[config.mk]
export PLATFORM = sky130hd
export DESIGN_NAME = vskin_ctrl
export DESIGN_NICKNAME = d
export VERILOG_FILES = /design/src/hw/rtl/vskin_pkg.sv /design/src/hw/rtl/vskin_ctrl.sv
export SDC_FILE = /design/constraint.sdc
export NUM_CORES = 1
export LEC_CHECK = 0
export BUFFER_PORTS_ARGS = -buffer_cell sky130_fd_sc_hd__buf_2
export CAP_MARGIN = 20
export CORE_AREA = 2 2 78 80
export DETAILED_ROUTE_END_ITERATION = 12
export DIE_AREA = 0 0 80 82
export GPL_TIMING_DRIVEN = 0
export PLACE_DENSITY = 0.58
export SETUP_SLACK_MARGIN = 0.05
export SYNTH_ARGS = -nofsm -noshare
export SYNTH_HDL_FRONTEND = slang
export SYNTH_SLANG_ARGS = --single-unit
[constraint.sdc]
create_clock -name clk -period 8 [get_ports clk]
set_clock_uncertainty 0.15 [all_clocks]
set_input_delay 2.4 -clock clk [delete_from_list [all_inputs] [get_ports clk]]
set_output_delay 2.4 -clock clk [all_outputs]
set_load 0.05 [all_outputs]
[src/hw/rtl/vskin_pkg.sv]
// Shared types, operation codes and helpers for the vertex skinning unit.
package vskin_pkg;

  localparam int FRAC_BITS  = 16;
  localparam int NORM_W     = 18;
  localparam int DIV_BITS   = 32 + FRAC_BITS;
  localparam int SQRT_STEPS = 32;

  localparam logic [1:0] FUNC_DELTA  = 2'd0;
  localparam logic [1:0] FUNC_VERTEX = 2'd1;
  localparam logic [1:0] FUNC_LOAD   = 2'd2;

  localparam logic [3:0] OP_NOP       = 4'd0;
  localparam logic [3:0] OP_CAPTURE   = 4'd1;
  localparam logic [3:0] OP_LOAD_WR   = 4'd2;
  localparam logic [3:0] OP_DELTA_MUL = 4'd3;
  localparam logic [3:0] OP_ADDBASE   = 4'd4;
  localparam logic [3:0] OP_BLEND_RD  = 4'd5;
  localparam logic [3:0] OP_BLEND_RND = 4'd6;
  localparam logic [3:0] OP_XF_MUL    = 4'd7;
  localparam logic [3:0] OP_XF_SAT    = 4'd8;
  localparam logic [3:0] OP_SQ_MUL    = 4'd9;
  localparam logic [3:0] OP_SQRT_INIT = 4'd10;
  localparam logic [3:0] OP_SQRT_STEP = 4'd11;
  localparam logic [3:0] OP_DIV_INIT  = 4'd12;
  localparam logic [3:0] OP_DIV_STEP  = 4'd13;
  localparam logic [3:0] OP_DIV_DONE  = 4'd14;
  localparam logic [3:0] OP_EMIT      = 4'd15;

  typedef struct packed {
    logic [3:0] op;
    logic [3:0] idx;
    logic [1:0] sub;
  } cmd_t;

  typedef struct packed {
    logic [1:0] func;
    logic       load_ok;
    logic       delta_ok;
    logic [3:0] wzero;
    logic [3:0] idbad;
  } status_t;

  typedef struct packed {
    logic [1:0]         func;
    logic [7:0]         slot;
    logic [1:0]         row;
    logic signed [31:0] vec_x;
    logic signed [31:0] vec_y;
    logic signed [31:0] vec_z;
    logic signed [31:0] vec_w;
    logic signed [31:0] nrm_x;
    logic signed [31:0] nrm_y;
    logic signed [31:0] nrm_z;
    logic [31:0]        joint_ids;
    logic [63:0]        joint_weights;
  } item_t;

  typedef struct packed {
    logic signed [31:0]       pos_x;
    logic signed [31:0]       pos_y;
    logic signed [31:0]       pos_z;
    logic signed [NORM_W-1:0] norm_x;
    logic signed [NORM_W-1:0] norm_y;
    logic signed [NORM_W-1:0] norm_z;
  } result_t;

  function automatic logic signed [31:0] sat32(input logic signed [63:0] v);
    if (v > 64'sd2147483647) begin
      return 32'sh7fffffff;
    end else if (v < -64'sd2147483648) begin
      return 32'sh80000000;
    end
    return v[31:0];
  endfunction

endpackage

[src/hw/rtl/vskin_ctrl.sv]
// Controller: sequences load, delta and vertex work as datapath commands.
module vskin_ctrl #(
  parameter int INFLUENCES = 4
) (
  input  logic               clk,
  input  logic               rst,
  input  logic               s_tvalid,
  output logic               s_tready,
  output logic               m_tvalid,
  input  logic               m_tready,
  input  vskin_pkg::status_t status,
  output vskin_pkg::cmd_t    cmd
);

  localparam int NI = (INFLUENCES < 4) ? INFLUENCES : 4;

  localparam logic [3:0] ST_IDLE     = 4'd0;
  localparam logic [3:0] ST_DISPATCH = 4'd1;
  localparam logic [3:0] ST_LOAD     = 4'd2;
  localparam logic [3:0] ST_DELTA    = 4'd3;
  localparam logic [3:0] ST_DRAIN    = 4'd4;
  localparam logic [3:0] ST_BASE     = 4'd5;
  localparam logic [3:0] ST_BLEND    = 4'd6;
  localparam logic [3:0] ST_BRND     = 4'd7;
  localparam logic [3:0] ST_XF       = 4'd8;
  localparam logic [3:0] ST_XSAT     = 4'd9;
  localparam logic [3:0] ST_SQ       = 4'd10;
  localparam logic [3:0] ST_SQRT     = 4'd11;
  localparam logic [3:0] ST_DIV      = 4'd12;
  localparam logic [3:0] ST_EMIT     = 4'd13;

  logic [3:0] state, state_next;
  logic [3:0] ret, ret_next;
  logic [5:0] cnt, cnt_next;
  logic [2:0] jj, jj_next;
  logic [1:0] rr, rr_next;
  logic       nsel, nsel_next;
  logic       mvalid, mvalid_next;
  logic       emit_fire;

  assign m_tvalid  = mvalid;
  assign s_tready  = state == ST_IDLE;
  assign emit_fire = (state == ST_EMIT) && (!mvalid || m_tready);

  always_ff @(posedge clk) begin
    if (rst) begin
      state  <= ST_IDLE;
      ret    <= ST_IDLE;
      cnt    <= '0;
      jj     <= '0;
      rr     <= '0;
      nsel   <= 1'b0;
      mvalid <= 1'b0;
    end else begin
      state  <= state_next;
      ret    <= ret_next;
      cnt    <= cnt_next;
      jj     <= jj_next;
      rr     <= rr_next;
      nsel   <= nsel_next;
      mvalid <= mvalid_next;
    end
  end

  always_comb begin
    state_next  = state;
    ret_next    = ret;
    cnt_next    = cnt;
    jj_next     = jj;
    rr_next     = rr;
    nsel_next   = nsel;
    mvalid_next = (mvalid && !m_tready) || emit_fire;
    cmd         = '0;
    case (state)
      ST_IDLE: begin
        if (s_tvalid) begin
          cmd.op     = vskin_pkg::OP_CAPTURE;
          state_next = ST_DISPATCH;
        end
      end
      ST_DISPATCH: begin
        cnt_next = '0;
        case (status.func)
          vskin_pkg::FUNC_LOAD:   state_next = status.load_ok ? ST_LOAD : ST_IDLE;
          vskin_pkg::FUNC_DELTA:  state_next = status.delta_ok ? ST_DELTA : ST_IDLE;
          vskin_pkg::FUNC_VERTEX: state_next = ST_BASE;
          default:                state_next = ST_IDLE;
        endcase
      end
      ST_LOAD: begin
        cmd.op  = vskin_pkg::OP_LOAD_WR;
        cmd.idx = cnt[3:0];
        if (cnt == 6'd3) begin
          state_next = ST_IDLE;
        end else begin
          cnt_next = cnt + 6'd1;
        end
      end
      ST_DELTA: begin
        cmd.op  = vskin_pkg::OP_DELTA_MUL;
        cmd.idx = cnt[3:0];
        if (cnt == 6'd5) begin
          state_next = ST_DRAIN;
          ret_next   = ST_IDLE;
          cnt_next   = '0;
        end else begin
          cnt_next = cnt + 6'd1;
        end
      end
      ST_DRAIN: begin
        if (cnt == 6'd1) begin
          state_next = ret;
          cnt_next   = '0;
        end else begin
          cnt_next = cnt + 6'd1;
        end
      end
      ST_BASE: begin
        cmd.op     = vskin_pkg::OP_ADDBASE;
        jj_next    = '0;
        cnt_next   = '0;
        state_next = ST_BLEND;
      end
      ST_BLEND: begin
        if (jj == 3'(NI) || status.wzero[jj[1:0]]) begin
          state_next = ST_DRAIN;
          ret_next   = ST_BRND;
          cnt_next   = '0;
        end else if (status.idbad[jj[1:0]]) begin
          jj_next = jj + 3'd1;
        end else begin
          cmd.op  = vskin_pkg::OP_BLEND_RD;
          cmd.idx = cnt[3:0];
          cmd.sub = jj[1:0];
          if (cnt == 6'd11) begin
            cnt_next = '0;
            jj_next  = jj + 3'd1;
          end else begin
            cnt_next = cnt + 6'd1;
          end
        end
      end
      ST_BRND: begin
        cmd.op  = vskin_pkg::OP_BLEND_RND;
        cmd.idx = cnt[3:0];
        if (cnt == 6'd11) begin
          state_next = ST_XF;
          cnt_next   = '0;
          rr_next    = '0;
          nsel_next  = 1'b0;
        end else begin
          cnt_next = cnt + 6'd1;
        end
      end
      ST_XF: begin
        cmd.op  = vskin_pkg::OP_XF_MUL;
        cmd.idx = {nsel, 1'b0, cnt[1:0]};
        cmd.sub = rr;
        if (cnt == 6'd2) begin
          state_next = ST_DRAIN;
          ret_next   = ST_XSAT;
          cnt_next   = '0;
        end else begin
          cnt_next = cnt + 6'd1;
        end
      end
      ST_XSAT: begin
        cmd.op  = vskin_pkg::OP_XF_SAT;
        cmd.idx = {nsel, 3'b000};
        cmd.sub = rr;
        if (nsel) begin
          nsel_next = 1'b0;
          if (rr == 2'd2) begin
            state_next = ST_SQ;
          end else begin
            rr_next    = rr + 2'd1;
            state_next = ST_XF;
          end
        end else begin
          nsel_next  = 1'b1;
          state_next = ST_XF;
        end
      end
      ST_SQ: begin
        cmd.op  = vskin_pkg::OP_SQ_MUL;
        cmd.idx = cnt[3:0];
        if (cnt == 6'd2) begin
          state_next = ST_DRAIN;
          ret_next   = ST_SQRT;
          cnt_next   = '0;
        end else begin
          cnt_next = cnt + 6'd1;
        end
      end
      ST_SQRT: begin
        cmd.op = (cnt == 6'd0) ? vskin_pkg::OP_SQRT_INIT : vskin_pkg::OP_SQRT_STEP;
        if (cnt == 6'(vskin_pkg::SQRT_STEPS)) begin
          state_next = ST_DIV;
          cnt_next   = '0;
          rr_next    = '0;
        end else begin
          cnt_next = cnt + 6'd1;
        end
      end
      ST_DIV: begin
        cmd.idx = {2'b00, rr};
        if (cnt == 6'd0) begin
          cmd.op   = vskin_pkg::OP_DIV_INIT;
          cnt_next = cnt + 6'd1;
        end else if (cnt == 6'(vskin_pkg::DIV_BITS + 1)) begin
          cmd.op   = vskin_pkg::OP_DIV_DONE;
          cnt_next = '0;
          if (rr == 2'd2) begin
            state_next = ST_EMIT;
          end else begin
            rr_next = rr + 2'd1;
          end
        end else begin
          cmd.op   = vskin_pkg::OP_DIV_STEP;
          cnt_next = cnt + 6'd1;
        end
      end
      ST_EMIT: begin
        if (emit_fire) begin
          cmd.op     = vskin_pkg::OP_EMIT;
          state_next = ST_IDLE;
        end
      end
      default: begin
        state_next = ST_IDLE;
      end
    endcase
  end

endmodule

## Word level (Yosys, flattened, before mapping)

Index checks and enable logic that the tools add are counted.

| word-level totals | value |
|---|---|
| input bits | 16 |
| register bits after elaboration | 21 |
| output and inout port bits | 12 |

| operators by class | value |
|---|---|
| add/subtract/negate cells | 3 |
| muxes and demuxes | 62 |
| order comparisons | 1 |
| equality and inequality tests | 43 |
| reductions and logical operators | 25 |

Operator list:

| cell | number |
|---|---|
| $mux 4 | 18 |
| $mux 6 | 10 |
| $pmux 6 s9 | 1 |
| $pmux 4 s13 | 1 |
| $pmux 4 s12 | 1 |
| $ne 2x2->1 const B | 16 |
| $eq 4x4->1 const B | 6 |
| $mux 2 | 11 |
| $pmux 4 s5 | 1 |
| $mux 9 | 2 |
| $eq 4x3->1 const B | 4 |
| $pmux 4 s4 | 1 |
| $eq 6x2->1 const B | 2 |
| $eq 6x6->1 const B | 2 |
| $reduce_and 12->1 | 1 |
| $mux 3 | 3 |
| $pmux 3 s3 | 1 |
| $reduce_bool 9->1 | 1 |
| $eq 4x2->1 const B | 2 |
| $pmux 2 s4 | 1 |
| $reduce_bool 4->1 | 2 |
| $add 6x1->6 const B | 1 |
| $eq 6x1->1 const B | 1 |
| $eq 6x3->1 const B | 1 |
| other kinds (28) | 44 |

## Logic depth before layout (Yosys ltp)

Gate-level depths: netlist (run 1).

| depth | value |
|---|---|
| word-level depth | 5 |
| depth in mapped cells | 9 |

## Worst setup path before layout (run 1)

No wires, ideal clock.

| timing path | value |
|---|---|
| path kind | in2out |
| from | input status[3] (netlist bit) |
| to | output cmd[5] (netlist bit) |
| data required time | 5450 ps |
| stages on the path | 4 |
| arrival time | 4505 ps |
| setup slack | 945 ps |
| cell sequence | mux4_2 > nor4_2 > a21oi_1 > o21ai_0 |

RTL lines:

| element | line | RTL |
|---|---|---|
| start, declared | vskin_ctrl.sv:11 | `input vskin_pkg::status_t status,` |
| end, declared | vskin_ctrl.sv:12 | `output vskin_pkg::cmd_t cmd` |

==> results of run 1 <==
cell type report:
class / count / area, um2
Multi-Input combinational cell: 191 / 1260
Clock buffer: 4 / 45.0
Tap cell: 75 / 93.8
Buffer: 14 / 67.6
Sequential cell: 21 / 420
Timing Repair Buffer: 26 / 130
Fill cell: 637 / 3680
Inverter: 12 / 45.0
metal layers:
layer  vias up  global-route usage (%)
met3        14                    2.09
met1       905                    22.3
met4         0                    6.27
li1        932                       -
met5         -                       0
met2        94                    28.5
synthesized netlist by cell type, types with 3 or more instances:
master	number	area, um2
nand3_1	8	40.0
a22o_1	5	43.8
xnor2_1	5	43.8
ha_1	7	87.6
inv_1	11	41.3
buf_2	6	30.0
or3_1	4	25.0
nor2_1	31	116
a21o_1	3	22.5
mux2i_1	5	50.1
nand2_1	17	63.8
a22oi_1	3	22.5
a211oi_1	7	52.6
a21oi_1	14	70.1
a31oi_1	4	25.0
nor3_1	4	20.0
nor2b_1	6	37.5
nand4_1	4	25.0
dfxtp_1	21	420
nand2b_1	9	56.3
o21ai_0	14	70.1
clkbuf_1	5	18.8
sequential cells by signal (all words and copies together) (netlist names):
signal    count
rr            2
jj            3
ret           4
state         4
m_tvalid      1
nsel          1
cnt           6
worst paths after layout:
kind | startpoint | endpoint | slack [ns] | depth (start not counted)
setup reg to reg | cnt[1]$_SDFFE_PP0P_ | state[3]$_SDFFE_PP0P_ | 5.58 | 8
hold / removal | ret[0]$_SDFFE_PP0P_ | ret[0]$_SDFFE_PP0P_ | 0.29 | 1
hold reg to reg | ret[0]$_SDFFE_PP0P_ | ret[0]$_SDFFE_PP0P_ | 0.29 | 1
setup / recovery | status[3] | cmd[2] | 1.23 | 6
cells by family (layout without fill, tap and decap cells):
| logic type | Yosys count | after routing | synth area share (%) |
|---|---|---|---|
| flops | 21 | 21 | 23.4 |
| fa+ha+maj | 7 | 7 | 4.88 |
| xor+xnor | 6 | 6 | 2.93 |
| compound gates | 73 | 73 | 29.0 |
| simple gates | 99 | 99 | 29.5 |
| mux | 6 | 6 | 4.04 |
| buf+inv | 26 | 56 | 6.27 |
power by group through the flow:
stage | Clock, W | Sequential, W | Combinational [W]
2_1_floorplan | 0 | 0.000128 | 0.000253
3_3_place_gp | 0 | 0.000132 | 0.000329
3_5_place_dp | 0 | 0.000132 | 0.000325
4_1_cts | 0.0000751 | 0.000130 | 0.000327
5_1_grt | 0.0000797 | 0.000132 | 0.000358
6_report | 0.0000739 | 0.000130 | 0.000334
layout by cell type, fill, tap and decap left out, types with 3 or more instances in the layout:
master and count:
a21oi_1 14, o21ai_0 14, nor2b_1 6, clkbuf_8 3, a211oi_1 7, nor3_1 4, nand3_1 8, buf_2 32
xnor2_1 5, nand4_1 4, mux2i_1 5, a22oi_1 3, ha_1 7, nand2b_1 9, dfxtp_1 21, clkbuf_1 6
a21o_1 3, nor2_1 31, a22o_1 5, or3_1 4, inv_1 11, a31oi_1 4, nand2_1 17
per-stage QoR:
stage / setup WS (ns) / cells / cell area [um2]
after floorplan: 0.945 / 238 / 1800
after global placement: 1.23 / 339 / 2020
after detailed placement: 1.25 / 339 / 2020
after CTS: 1.24 / 343 / 2060
after global routing: 1.15 / 343 / 2060
final: 1.23 / 343 / 2060
==> out/metrics.yaml, run 1 <==
status: "completed"
core-area_um2: 5750
seq_area_frac_synth_pct: 23.4
postCtsHoldBufs: 0
synth_edf_count: 0
cp_common_cell: "buf_2"
dp_hpwl_um: 4190
p_switching_w: 0.000286
setup_violations: 0
drtPass1Iterations: 5
worst-path-buf-inv: 2
remaining_drc_errors: 0
synth_seq_cells: 21
grt_overflow_total: 0
yosysWarnings: 0
p_sw_share_pct: 53.2
nets: 292
min_path_type: "register to register"
tns_ns: 0
grt_setup_unrepaired: "false"
drt_iter0_drc: 207
grt_pass1_vias: 1781
diodes: 0
arrival_ns: 4.22
vdd_drop_max_v: 0.0000813
wl_met2_um: 2590
timing.final.crit_share_pct: 84.6
p_total_w: 0.000538
syn_nets: 261
dr_wl_met3_um: 346
place.gp.congestion: 0.916
hold_violations: 0
slew_headroom_pct: 56.5
max_freq_ghz: 0.148
slew_viol_final: 0
wl_per_cell_um: 15.9
area_growth_pct: 15.0
ant_nets: 0
period_needed_ns: 6.77
design.die.area_um2: 6560
grt_pass1_wl_um: 8700
async_flop_share_pct: 0
num_rows: 28
maxCapViolCount: 0
pwr-share-comb_pct: 62.1
h-tree-depth: 1
ioPinCount: 28
insertion_delay_ns: 0.27
cp-end-kind: "output port"
synth.avg_cell_area_um2: 7.54
post_cts_buffers: 0
p_per_area_nw_per_um2: 261
die_w_um: 80
synthesis.instances: 238
crit_chain: "buf_2 -> mux4_2 -> nor4_2 -> nand2b_1 -> a22o_1 -> buf_2"
worstPathMaxFanout: 6
startpoint_type: "primary input"
die_h_um: 82
cts_resized: 0
layout-drive-gt1-share_pct: 17.5
netlist_area_um2: 1800
intPower_w: 0.000252
grt_max_degree: 12
clk_pin_slew_ns: 0.08
clockPowerShare_pct: 13.7
via_per_inst: 5.67
clockBufferDepth: 2
tightest_slew_ns: 0.647
grt_usage_pct: 17.0
seqPwrFrac_pct: 24.2
critPathSlowestCell: "nor4_2"
clock-root-buffer: "clkbuf_8"
vias: 1945
slowest_delay_ns: 0.61
drt-met1-wl_um: 2400
crit_family: "simple AND/OR/NAND/NOR gates"
wl_um: 5450
synth_ff_type: "dfxtp_1"
p_leak_nw: 0.774
cp.required_ns: 5.45
antenna_found_initial: 0
yosysUniqueCellTypes: 58
worstSetupPathType: "primary input to output port"
port_buffers: 26
cts_tree: "built"
cts.sinks: 21
hold_ws_ns: 0.293
cts_buffers: 3
final_util_pct: 35.9
start_util_pct: 31.3
routed.top_layer: "met4"
Power figures use the tool's default switching activity.
==> run 2: changes to the inputs <==
--- a/config.mk
+++ b/config.mk
@@ -5,6 +5,7 @@
 export SDC_FILE = /design/constraint.sdc
 export NUM_CORES = 1
 export LEC_CHECK = 0
+export ABC_AREA = 1
 export BUFFER_PORTS_ARGS = -buffer_cell sky130_fd_sc_hd__buf_2
 export CAP_MARGIN = 20
 export CORE_AREA = 2 2 78 80
==> constraint.sdc (replaced) <==
create_clock -name clk -period 6.92 [get_ports clk]
set_clock_uncertainty 0.15 [all_clocks]
set_input_delay 2.076 -clock clk [delete_from_list [all_inputs] [get_ports clk]]
set_output_delay 2.076 -clock clk [all_outputs]
set_load 0.05 [all_outputs]
==> run 2 against run 1 <==
  * Cell count increased by 18%
  * Register-to-register slack got worse by 0.65 ns
  * Worst hold slack better by 0.030 ns
  * Clock power increased by 15%
  * Design area is 0.42% lower
  * Setup slack better by 0.066 ns
  * Global-route usage shrank 1.2 points
  * Sequential cell count did not move
  * Sequential share of layout area is 0.087 points higher
  * Synthesized area fell by 0.84%
  * Critical path type unchanged
  * Critical endpoint is now cmd[0]
  * Largest power group unchanged
==> out/metrics.yaml, run 2 <==
cp.depth: 9  # +3
status: "completed"
final_cells: 406  # +18%
cts_tree: "built"
grt_setup_unrepaired: "false"
hold_violations: 0  # unchanged
synth_edf_count: 0  # unchanged
clk_pin_slew_ns: 0.08  # about the same
tns_ns: 0  # unchanged
fin_area_um2: 2060  # -0.42%
antenna_found_initial: 0  # unchanged
post_dp_cell_area_um2: 2010  # -0.50%
start_util_pct: 31.0  # -0.26 points
num_rows: 28  # unchanged
critPathSlowestCell: "buf_2"
worstPathMaxFanout: 6  # unchanged
yosys.area_share.xor_xnor_pct: 0.492  # -2.4 points
tightest_slew_ns: 0.503  # -0.143 ns
layout_common_cells: "nand2_1 (84), nor2_1 (47), inv_1 (38)"
period_needed_ns: 5.62
synthSimpleGateAreaFrac_pct: 49.5  # +20 points
p_per_area_nw_per_um2: 312  # +20%
wl_per_cell_um: 12.0  # -25%
ant_nets: 0  # unchanged
min_path_type: "register to register"
cts.sinks: 21  # unchanged
wl_um: 4850  # -11%
die_w_um: 80  # unchanged
async_flop_share_pct: 0  # unchanged
setup_ws_ns: 1.30  # +0.0664 ns
largest_register_ffs: 6  # unchanged
synth_compound_area_share_pct: 11.0  # -18 points
top_register: "cnt"
grt_max_degree: 13  # +1
syn_nets: 323  # +24%
clockBufferDepth: 2  # unchanged
intPower_w: 0.000299  # +19%
reg_top3: "cnt x6, ret x4, state x4"
p_switching_w: 0.000342  # +19%
grt_overflow_total: 0  # unchanged
grt_pass1_vias: 1812  # +1.7%
grt_pass1_wl_um: 8200  # -5.8%
insertion_delay_ns: 0.27  # about the same
synth_ff_type: "dfxtp_1"
cp-end-kind: "output port"
yosysUniqueCellTypes: 29  # -50%
seqPwrFrac_pct: 23.7  # -0.5 points
pre_cts_ws_ns: 1.32  # +0.0696 ns
max_freq_ghz: 0.178
via_per_inst: 4.86  # -14%
arrival_ns: 3.39  # -0.83 ns
grt_usage_pct: 15.8  # -1.2 points
port_buffers: 27  # +3.8%
clockPowerShare_pct: 13.3  # -0.4 points
final_common_cell: "nand2_1"
worst-path-buf-inv: 3  # +1
vdd_drop_max_v: 0.000200  # +150%
netlist_area_um2: 1780  # -0.84%
drt_iter0_drc: 121  # -42%
die_h_um: 82  # unchanged
place.gp.congestion: 0.920  # +0.52%
layout-drive-gt1-share_pct: 15.7  # -1.8 points
crit_family: "simple AND/OR/NAND/NOR gates"
ys_top_cells_by_count: "nand2_1 (84), nor2_1 (47), inv_1 (38), nand3_1 (32), dfxtp_1 (21)"
pwr-share-comb_pct: 63.0  # +0.9 points
core-area_um2: 5750  # unchanged
crit_chain: "buf_2 -> nand2_1 -> nand3_1 -> nand2_1 -> nand3_2 -> nor2_1 -> inv_1 -> o22ai_1 -> buf_2"
final_util_pct: 35.8  # -0.15 points
area_growth_pct: 15.5
remaining_drc_errors: 0  # unchanged
postCtsHoldBufs: 0  # unchanged
post_cts_buffers: 0  # unchanged
synth_fa_ha_area_share_pct: 4.92  # +0.041 points
synth_top_family_by_area: "simple AND/OR/NAND/NOR gates"
nets: 355  # +22%
h-tree-depth: 1  # unchanged
seq_area_frac_synth_pct: 23.6  # +0.20 points
synth_top_area_share_pct: 23.6  # +0.20 points
slew_headroom_pct: 66.4  # +9.9 points
timing.final.crit_share_pct: 81.2
startpoint_type: "primary input"
synth_seq_cells: 21  # unchanged
worstSetupPathType: "primary input to output port"
synth.avg_cell_area_um2: 5.93  # -21%
cp.required_ns: 4.69  # -0.76 ns
p_sw_share_pct: 53.3  # +0.098 points
synth.most_common_cell: "nand2_1"
muxShareOfSynthArea_pct: 0  # -4.0 points
place_inst: 402  # +19%
slew_viol_final: 0  # unchanged
setup_violations: 0  # unchanged
vias: 1975  # +1.5%
ioPinCount: 28  # unchanged
cts_buffers: 3  # unchanged
drtPass1Iterations: 5  # unchanged
yosysWarnings: 0  # unchanged
synthesis.instances: 300  # +26%
yosysTopAreaCell: "dfxtp_1"
diodes: 0  # unchanged
design.die.area_um2: 6560  # unchanged
dp_hpwl_um: 3940  # -5.9%
clock-root-buffer: "clkbuf_8"
cts_resized: 0  # unchanged
p_leak_nw: 1.02  # +32%
maxCapViolCount: 0  # unchanged
whs_path_depth: 2  # +1
rr_worst_depth: 10  # +2
slowest_delay_ns: 0.28  # -0.33 ns
synthTopCellsByArea: "dfxtp_1 (24%), nand2_1 (18%), nor2_1 (9.9%)"
## run 2: cell type report
cell class	count	area, um2
Clock inverter	1	5.00
Buffer	3	18.8
Sequential cell	21	420
Tap cell	75	93.8
Clock buffer	3	41.3
Inverter	41	168
Multi-Input combinational cell	235	1170
Timing Repair Buffer	27	135
Fill cell	668	3690
## run 2: tightest hold or removal path: stages (launching register included)
cell and delay [ns]:
dfxtp_1 0.32, nand2_1 0.06, a21oi_1 0.05
## run 2: cells by family (layout without fill, tap and decap cells)
kind of cell | count (synthesis) | after routing
AOI/OAI and AO/OA | 34 | 34
xor gates and xnor gates | 1 | 1
DFF | 21 | 21
adders and majority gates | 7 | 7
and+or+nand+nor | 193 | 193
buffers and inverters | 44 | 75
## run 2: path summary, 6_finish.rpt
path | end | from | slack [ns]
min | ret[2]$_SDFFE_PP0P_ | ret[2]$_SDFFE_PP0P_ | 0.32
max | cmd[0] | status[5] | 1.30
max reg2reg | cnt[4]$_SDFFE_PP0P_ | cnt[0]$_SDFFE_PP0P_ | 4.93
min reg2reg | ret[2]$_SDFFE_PP0P_ | ret[2]$_SDFFE_PP0P_ | 0.32
## run 2: stage by stage
stage / hold WS, ns / power (W)
6_report: 0.323 / 0.000641
3_3_place_gp: 0.302 / 0.000556
2_1_floorplan: 0.285 / 0.000473
3_5_place_dp: 0.313 / 0.000556
5_1_grt: 0.357 / 0.000702
4_1_cts: 0.327 / 0.000646
## run 2: power by group through the flow
stage	Combinational (W)	Sequential, W	Clock [W]
floorplan	0.000322	0.000151	0
global placement	0.000401	0.000154	0
detailed placement	0.000401	0.000155	0
CTS	0.000402	0.000152	0.0000910
global route	0.000452	0.000154	0.0000956
finish	0.000404	0.000152	0.0000851
## run 2: per-layer routing
metal  track usage [%]  vias to the layer above  share of wire [%]
li1                  -                     1035                  -
met2              25.7                       48                 44
met3              2.53                        2                5.4
met4              3.73                        0               0.43
met5                 0                        -                  0
met1              21.9                      890                 50
